--- src/rtl/core/spid_pkg.sv ---
`timescale 1ns / 1ps
`default_nettype none

package spid_pkg;

    // Width of the held interval register; the result field keeps 20 bits.
    localparam int IntervalBits = 20;
    localparam int OutIntervalBits = 20;
    localparam int HeldBits = (IntervalBits < OutIntervalBits) ? IntervalBits
                                                                : OutIntervalBits;

    localparam int SampleBits = 32;
    localparam int TotalBits = 32;
    localparam int SpacingBits = 20;
    localparam int ThreshBits = 16;
    localparam int LevelShift = 16;
    localparam int CfgDataBits = 20;
    localparam int CfgAddrBits = 1;

    localparam logic [SpacingBits-1:0] MinSpacingReset = 20'd200;
    localparam logic [ThreshBits-1:0] LevelThresholdReset = 16'd0;

    // Configuration register indexes
    localparam logic [CfgAddrBits-1:0] RegMinSpacing = 1'b0;
    localparam logic [CfgAddrBits-1:0] RegLevelThreshold = 1'b1;

    typedef struct packed {
        logic                       peak_found;
        logic [OutIntervalBits-1:0] interval;
        logic [TotalBits-1:0]       accepted_total;
        logic [TotalBits-1:0]       missed_total;
    } spid_res_t;

endpackage

`default_nettype wire

--- src/rtl/core/spid_core.sv ---
`timescale 1ns / 1ps
`default_nettype none

module spid_core
    import spid_pkg::*;
(
    input  wire logic                   aclk,
    input  wire logic                   aresetn,
    input  wire logic                   cfg_wr_en,
    input  wire logic [CfgAddrBits-1:0] cfg_addr,
    input  wire logic [CfgDataBits-1:0] cfg_wr_data,
    input  wire logic                   in_valid,
    input  wire logic [SampleBits-1:0]  sample,
    output spid_res_t                   res
);

    logic [SpacingBits-1:0] min_spacing_reg;
    logic [ThreshBits-1:0]  thresh_reg;
    logic                   primed_reg, primed_next;
    logic                   falling_reg, falling_next;
    logic                   first_seen_reg, first_seen_next;
    logic [SampleBits-1:0]  prev_reg;
    logic [TotalBits-1:0]   cnt_reg, cnt_next;
    logic [HeldBits-1:0]    held_reg, held_next;
    logic [TotalBits-1:0]   acc_reg, acc_next;
    logic [TotalBits-1:0]   miss_reg, miss_next;

    logic [TotalBits-1:0]   cnt_inc;
    logic                   spaced, level_ok, turn_down, found;

    assign cnt_inc   = cnt_reg + 1'b1;
    assign spaced    = cnt_inc >= TotalBits'(min_spacing_reg);
    assign level_ok  = (thresh_reg == '0) ||
                       (sample[SampleBits-1:LevelShift] > thresh_reg);
    assign turn_down = primed_reg && !falling_reg && (sample < prev_reg);

    always_comb begin
        primed_next     = 1'b1;
        falling_next    = falling_reg;
        first_seen_next = first_seen_reg;
        cnt_next        = cnt_reg;
        held_next       = held_reg;
        acc_next        = acc_reg;
        miss_next       = miss_reg;
        found           = 1'b0;
        if (primed_reg) begin
            cnt_next = cnt_inc;
            if (turn_down) begin
                falling_next = 1'b1;
                cnt_next     = '0;
                if (!first_seen_reg) begin
                    first_seen_next = 1'b1;
                end else if (spaced && level_ok) begin
                    held_next = cnt_inc[HeldBits-1:0];
                    acc_next  = acc_reg + 1'b1;
                    found     = 1'b1;
                end else begin
                    miss_next = miss_reg + 1'b1;
                end
            end else if (falling_reg && (sample > prev_reg)) begin
                falling_next = 1'b0;
            end
        end
    end

    assign res.peak_found     = found;
    assign res.interval       = OutIntervalBits'(held_next);
    assign res.accepted_total = acc_next;
    assign res.missed_total   = miss_next;

    always_ff @(posedge aclk) begin
        if (!aresetn) begin
            min_spacing_reg <= MinSpacingReset;
            thresh_reg      <= LevelThresholdReset;
            primed_reg      <= 1'b0;
            falling_reg     <= 1'b0;
            first_seen_reg  <= 1'b0;
            prev_reg        <= '0;
            cnt_reg         <= '0;
            held_reg        <= '0;
            acc_reg         <= '0;
            miss_reg        <= '0;
        end else begin
            if (cfg_wr_en) begin
                unique case (cfg_addr)
                    RegMinSpacing: begin
                        min_spacing_reg <= cfg_wr_data[SpacingBits-1:0];
                    end
                    RegLevelThreshold: begin
                        thresh_reg <= cfg_wr_data[ThreshBits-1:0];
                    end
                    default: begin
                    end
                endcase
            end
            if (in_valid) begin
                primed_reg     <= primed_next;
                falling_reg    <= falling_next;
                first_seen_reg <= first_seen_next;
                prev_reg       <= sample;
                cnt_reg        <= cnt_next;
                held_reg       <= held_next;
                acc_reg        <= acc_next;
                miss_reg       <= miss_next;
            end
        end
    end

`ifndef SYNTHESIS
    a_peak_bumps_accepted: assert property (@(posedge aclk) disable iff (!aresetn)
        (in_valid && found) |=> (acc_reg == $past(acc_reg) + 1'b1))
        else $error("accepted peak did not advance the accepted total");

    a_totals_exclusive: assert property (@(posedge aclk) disable iff (!aresetn)
        in_valid |=> !((acc_reg != $past(acc_reg)) && (miss_reg != $past(miss_reg))))
        else $error("one sample advanced both totals");

    a_idle_holds_counter: assert property (@(posedge aclk) disable iff (!aresetn)
        !in_valid |=> ($stable(cnt_reg) && $stable(falling_reg)))
        else $error("slope state moved without a sample");

    a_turn_clears_counter: assert property (@(posedge aclk) disable iff (!aresetn)
        (in_valid && turn_down) |=> (cnt_reg == '0 && falling_reg))
        else $error("peak did not restart the counter");
`endif

endmodule

`default_nettype wire

--- src/rtl/core/spid_out.sv ---
`timescale 1ns / 1ps
`default_nettype none

module spid_out
    import spid_pkg::*;
(
    input  wire logic      aclk,
    input  wire logic      aresetn,
    input  wire logic      push,
    input  wire spid_res_t push_data,
    output logic           can_push,
    output logic           out_valid,
    input  wire logic      out_ready,
    output spid_res_t      out_data
);

    logic      main_valid_reg;
    logic      skid_valid_reg;
    spid_res_t main_reg;
    spid_res_t skid_reg;
    logic      pop;

    assign pop       = main_valid_reg && out_ready;
    assign can_push  = !skid_valid_reg;
    assign out_valid = main_valid_reg;
    assign out_data  = main_reg;

    always_ff @(posedge aclk) begin
        if (!aresetn) begin
            main_valid_reg <= 1'b0;
            skid_valid_reg <= 1'b0;
        end else if (!main_valid_reg || pop) begin
            // drain the skid word first; no push can arrive while it is full
            if (skid_valid_reg) begin
                main_valid_reg <= 1'b1;
                skid_valid_reg <= 1'b0;
            end else begin
                main_valid_reg <= push;
            end
        end else if (push) begin
            skid_valid_reg <= 1'b1;
        end
    end

    always_ff @(posedge aclk) begin
        if (!main_valid_reg || pop) begin
            main_reg <= skid_valid_reg ? skid_reg : push_data;
        end else if (push) begin
            skid_reg <= push_data;
        end
    end

`ifndef SYNTHESIS
    a_skid_implies_main: assert property (@(posedge aclk) disable iff (!aresetn)
        skid_valid_reg |-> main_valid_reg)
        else $error("skid word held while main stage empty");

    a_no_push_when_full: assert property (@(posedge aclk) disable iff (!aresetn)
        skid_valid_reg |-> !push)
        else $error("word pushed into a full buffer");

    a_skid_drains: assert property (@(posedge aclk) disable iff (!aresetn)
        (skid_valid_reg && pop) |=> (main_valid_reg && !skid_valid_reg))
        else $error("skid word lost on drain");
`endif

endmodule

`default_nettype wire

--- src/rtl/core/slope_peak_interval_detector.sv ---
`timescale 1ns / 1ps
`default_nettype none

// Channel   Dir  Width  Contents (lowest bit first)
// s_*       in   32     tdata: sample[31:0]
// m_*       out  88     tdata: interval[19:0], accepted_total[51:20],
//                              missed_total[83:52], zero fill[87:84]
//                       tuser: peak_found
// cfg_*     in   1/20   index 0 min_spacing, index 1 level_threshold
//
// One word is taken every cycle while s_tready is high; the slope, counter
// and total update is a single combinational step from the state registers,
// so the output buffer registers its result on the edge that accepts the word.
// aresetn (synchronous) clears the core state and the buffer valid flags and restores both registers.
// A two-word output buffer keeps s_tready high while one result waits;
// s_tready drops only when both buffer words are held.

module slope_peak_interval_detector
    import spid_pkg::*;
(
    input  wire logic                   aclk,
    input  wire logic                   aresetn,
    // configuration write port
    input  wire logic                   cfg_wr_en,
    input  wire logic [CfgAddrBits-1:0] cfg_addr,
    input  wire logic [CfgDataBits-1:0] cfg_wr_data,
    // input stream
    input  wire logic                   s_tvalid,
    output logic                        s_tready,
    input  wire logic [31:0]            s_tdata,   // sample[31:0]
    // result stream
    output logic                        m_tvalid,
    input  wire logic                   m_tready,
    output logic [87:0]                 m_tdata,   // interval, accepted_total,
                                                   // missed_total, zero fill
    output logic                        m_tuser    // peak_found
);

    logic      in_valid;
    spid_res_t core_res;
    spid_res_t out_res;

    // accept a word whenever the output buffer has room
    assign in_valid = s_tvalid && s_tready;

    spid_core u_core (
        .aclk        (aclk),
        .aresetn     (aresetn),
        .cfg_wr_en   (cfg_wr_en),
        .cfg_addr    (cfg_addr),
        .cfg_wr_data (cfg_wr_data),
        .in_valid    (in_valid),
        .sample      (s_tdata),
        .res         (core_res)
    );

    spid_out u_out (
        .aclk      (aclk),
        .aresetn   (aresetn),
        .push      (in_valid),
        .push_data (core_res),
        .can_push  (s_tready),
        .out_valid (m_tvalid),
        .out_ready (m_tready),
        .out_data  (out_res)
    );

    // pack the result word; peak_found rides on tuser
    assign m_tdata = {4'b0000, out_res.missed_total, out_res.accepted_total,
                      out_res.interval};
    assign m_tuser = out_res.peak_found;

endmodule

`default_nettype wire
--- config.mk ---
export PLATFORM = sky130hd
export DESIGN_NAME = slope_peak_interval_detector
export DESIGN_NICKNAME = d
export VERILOG_FILES = /design/src/rtl/core/spid_pkg.sv /design/src/rtl/core/spid_core.sv /design/src/rtl/core/spid_out.sv /design/src/rtl/core/slope_peak_interval_detector.sv
export SDC_FILE = /design/constraint.sdc
export NUM_CORES = 1
export LEC_CHECK = 0
export ABC_CLOCK_PERIOD_IN_PS = 11100
export CAP_MARGIN = 15
export CORE_AREA = 2 2 169 171
export CTS_BUF_LIST = sky130_fd_sc_hd__clkbuf_8
export DETAILED_ROUTE_END_ITERATION = 10
export DIE_AREA = 0 0 171 173
export DONT_BUFFER_PORTS = 1
export PLACE_DENSITY = 0.76
export SYNTH_ARGS = -nofsm -noshare
export SYNTH_HDL_FRONTEND = slang
export SYNTH_HIERARCHICAL = 1
export SYNTH_SLANG_ARGS = --single-unit
--- constraint.sdc ---
create_clock -name aclk -period 11.1 [get_ports aclk]
set_input_delay 2.22 -clock aclk [delete_from_list [all_inputs] [get_ports aclk]]
set_output_delay 2.22 -clock aclk [all_outputs]
set_load 0.01 [all_outputs]
After elaboration in Yosys (flattened, before gate mapping)
Cells that the tools add are included.

Reductions and logical operators: 20. Mux-type cells: 21. $add $sub $neg: 3. Bitwise operators: 3. Magnitude comparators: 4.

Operators by type and width (count): $mux W32 (9); $add A32 B1 Y32 const B (3); $mux W85 (1); $mux W20 (4); $ge A32 B20 Y1 (1); $gt A32 B32 Y1 (1); $lt A32 B32 Y1 (1); $gt A16 B16 Y1 (1); $logic_not A16 Y1 (1); $reduce_and A2 Y1 (4); $mux W1 (7); $logic_and A1 B1 Y1 (6); $reduce_and A3 Y1 (2); $logic_not A1 Y1 (3); $not A1 Y1 (3); $logic_or A1 B1 Y1 (2); $reduce_bool A2 Y1 (1); $reduce_or A2 Y1 (1).

Input port bits: 58. Register bits after elaboration: 359.

Depth between registers and ports, before layout
Depth after elaboration: 8. Gate-level depth with buffers: 19. Mapped depth without buffers: 17.

Modules after synthesis
The synthesis kept the hierarchy.

Modules (own cells, without submodules): spid_core (instances 1, area each 11324.6 um2, cells each 1438, seq. area each 3743.6 um2); spid_out (instances 1, area each 6346.1 um2, cells each 274, seq. area each 5144.9 um2); slope_peak_interval_detector (instances 1, area each 40.0 um2, cells each 6, seq. area each 0.0 um2).

Worst setup path after synthesis
OpenSTA, ideal clock, no wires.

Path kind: in2reg. Start point: input m_tready. End point: register u_out/skid_reg[0] in the netlist's numbering, enable pin. Data required time: 10.571 ns. Stages on the path: 2. Path buffers: 0. Slack: 2.518 ns. Arrival time: 8.054 ns. Cells stage by stage: nand2b_1 -> nor2_1.

Word-level cells in the longest chain between the ends: 4.

Ends and longest elaborated chain: start, declared (line slope_peak_interval_detector.sv:33) `input wire logic m_tready,`; $logic_and A1 B1 Y1 (line spid_out.sv:23) `assign pop = main_valid_reg && out_ready;`; $logic_or A1 B1 Y1 (line spid_out.sv:46) `if (!main_valid_reg || pop) begin`; $not A1 Y1 (no source line); $reduce_and A2 Y1 (no source line); end signal, assigned (line spid_out.sv:49) `skid_reg <= push_data;`; end, declared (line spid_out.sv:20) `spid_res_t skid_reg;`.

Every way passes these cells. A chain may end at the register's enable or synchronous reset.

==> results.cfg <==
[run_status]
status = completed

[setup_path]
crit_arrival_ns = 5.85
worstSetupPathDepth = 15
worst-path-max-fanout = 45
crit_slowest_cell = buf_4
cp.required_ns = 11.45
cp_common_cell = and3_1
path_delay_family = simple AND/OR/NAND/NOR gates
crit_path_end_kind = register
r2r-end = u_out/out_data[83]
reg2reg_depth = 15
max_stage_delay_ns = 0.53
crit_end = u_out/out_data[83]
critical_path_class = register to register
cp-startpoint = u_core/cnt_reg[9]
r2r-start = u_core/cnt_reg[9]
cp.buffers_inverters = 1
cp_cell_sequence = and3_1 -> and4_1 -> nand3_1 -> nor2_1 -> and3_1 -> xor2_1 -> ha_1 -> nand4_1 -> nor4_1 -> a211oi_1 -> and3_1 -> nor2_4 -> buf_4 -> mux2_2 -> mux2_2
r2r_slack_ns = 5.60
startpoint_type = register

[routing]
first_iter_violations = 821
wl_per_cell_um = 17.4
dr_wl_met3_mm = 2.19
routed_via_density = 5.83
route.met2.wl_mm = 17.6
ant_nets = 0
first_pass_iters = 5
vias = 12386
top_layer_used = met4
met1Wirelength_mm = 16.2
wirelength_mm = 36.9
route.detailed.drc = 0

[sta]
finalHoldViolations = 0
max-slew-margin-rel_pct = 29.8
setup_tns_ns = 0
finalCritPeriodShare_pct = 49.5
rsz0062_at_grt = false
period_minus_slack_ns = 5.50
fin_skew_ns = 0.0342
max_freq_mhz = 182
tightest_slew_ns = 1.05
slew_viol_final = 0
hold_ws_ns = 0.457
setup_violations = 0

[yosys]
synth_edf_count = 170
yosysUniqueCellTypes = 68
synth_top_family_by_area = simple AND/OR/NAND/NOR gates
synth-compound-area-share_pct = 8.65
synth_simple_gate_area_share_pct = 16.8
yosys_warnings = 6
synthAdderAreaFrac_pct = 5.02
ys_seq_area_share_pct = 50.2
synth_xor_area_share_pct = 4.45
synth_mux_area_share_pct = 10.3
synth.avg_cell_area_sq_um = 10.3
syn_area_sq_um = 17700
synth-main-ff-cell = dfxtp_1
synth_cells = 1718
synthArstFlopShare_pct = 0
synth-seq-cells = 359

[clock_network]
post_cts_buffers = 0
cts_made_buffers = 58
clk_latency_ns = 0.60
cts-hold-fix-buffers = 0
cts_sinks = 359
cts_tree = yes
clockBufferDepth = 3
clock-root-buffer = clkbuf_8
path_clk_slew_ns = 0.06
postCtsResizedCells = 0
htreeDepth = 2

[grt]
grt-ovfl-total = 0
antenna_found_initial = 0
grt_util_all_layers_pct = 24.9
grt_max_degree = 100
grt_pass1_vias = 12085
grt_pass1_wl_mm = 60.4

[hold_path]
min_delay_path_depth = 2
hold_class = register to register

[place]
portBuffers = 0
gp_congestion = 0.857
dp.cells = 2015
dp_hpwl_mm = 24.4

[flow_run]
max-cap-violations = 0

[die]
die_width_um = 171
row_count = 61
core_sq_um = 27600
initial_core_util_pct = 64.1
die_h_um = 173
ios = 149
die_area_sq_um = 29600

[power]
p_per_area_nw_per_um2 = 142
peakVddDrop_mv = 0.0964
p_leak_nw = 7.25

[layout]
drive_above_1_share_pct = 12.9
nets = 1827
final_cell_count_no_fill = 2126
diodes = 0
syn_to_final_growth_pct = 7.65
num-fill-cells = 2130
-- layout by cell type, fill, tap and decap left out, types with 61 or more instances in the layout --
master,netlist,layout
a21oi_1,132,132
ha_1,71,71
dfxtp_1,189,188
edfxtp_1,170,170
nand2_1,187,187
inv_1,90,106
clkbuf_8,0,76
nor2_1,121,119
mux2_2,70,70
mux2i_1,61,61
-- through the flow --
step | setup slack (ns) | power [mW] | util (%) | cell area, sq um
finish | 5.60 | 2.72 | 69.0 | 19100
global route | 5.33 | 2.83 | 69.0 | 19100
CTS | 5.72 | 2.75 | 68.9 | 19000
detailed placement | 5.29 | 1.62 | 64.6 | 17800
global placement | 5.33 | 1.61 | 64.6 | 17800
floorplan | 2.52 | 1.59 | - | 17700
-- worst min path at each step --
| stage | from | endpoint | slack, ns |
|---|---|---|---|
| detailed placement | u_core/min_spacing_reg[13] | u_core/min_spacing_reg[13] | 0.45 |
| global placement | u_core/min_spacing_reg[16] | u_core/min_spacing_reg[16] | 0.45 |
| CTS | u_core/min_spacing_reg[13] | u_core/min_spacing_reg[13] | 0.46 |
| finish | u_core/min_spacing_reg[13] | u_core/min_spacing_reg[13] | 0.46 |
| global route | u_core/min_spacing_reg[5] | u_core/min_spacing_reg[5] | 0.48 |
| floorplan | u_core/min_spacing_reg[10] | u_core/min_spacing_reg[10] | 0.44 |
-- layout make-up --
cell class                 count  area [sq um]  area share, %
clock inverter                34           156          0.820
tap                          378           473           2.48
sequential                   359          8890           46.6
clock buffer                  76          1050           5.49
timing repair buffer          13           110          0.578
inverter                      90           340           1.79
multi-input combinational   1176          8050           42.2
-- logic make-up after synthesis --
| kind of cell | Yosys count |
|---|---|
| adders and majority gates | 71 |
| AOI/OAI and AO/OA | 258 |
| and+or+nand+nor | 594 |
| muxes | 159 |
| buffers and inverters | 186 |
| DFF | 359 |
| xor gates and xnor gates | 90 |
| other | 1 |
-- report_power, final --
group	switching, mW	internal, mW
logic	0.0832	0.0501
clock network	0.513	0.614
registers	0.0307	1.43
-- worst min-delay path, stage by stage, from the launching register on --
cell	delay [ns]
dfxtp_1	0.31
nand2_1	0.05
a21oi_1	0.05
-- metal layers --
metal / global-route usage [%] / vias to the layer above
li1: - / 6076
met1: 32.4 / 5879
met2: 41.8 / 368
met3: 5.08 / 63
met4: 7.63 / 0
met5: 0 / -
-- Yosys cell counts, types with 3 or more instances --
cell type,n,area [sq um]
nand2_1,187,702
o41ai_1,4,35.0
or4_1,6,45.0
inv_1,90,338
ha_1,71,888
dfxtp_1,189,3780
mux2_2,70,788
xnor2_1,60,526
buf_2,16,80.1
nand3b_1,13,97.6
nor4b_1,3,26.3
nand4b_1,5,43.8
a21bo_2,7,70.1
o21a_1,10,75.1
a21oi_1,132,661
mux2i_1,61,611
clkbuf_1,55,206
or3_1,25,156
nand3_1,56,280
o21ai_0,47,235
and3_1,38,238
buf_1,10,37.5
a22oi_1,5,37.5
nor2_1,121,454
a211oi_1,11,82.6
edfxtp_1,170,5100
and4_1,4,35.0
o31ai_1,3,22.5
o31a_1,3,26.3
nor4_1,16,100
buf_6,5,56.3
nand2b_1,19,119
xor2_1,30,263
a21o_1,15,113
nor2b_1,6,37.5
mux2_4,28,420
nand4_1,48,300
buf_4,5,37.5
o211ai_1,7,52.6
and2_1,12,75.1
nor3_1,21,105
No activity file was read; power rests on OpenSTA's default activity.
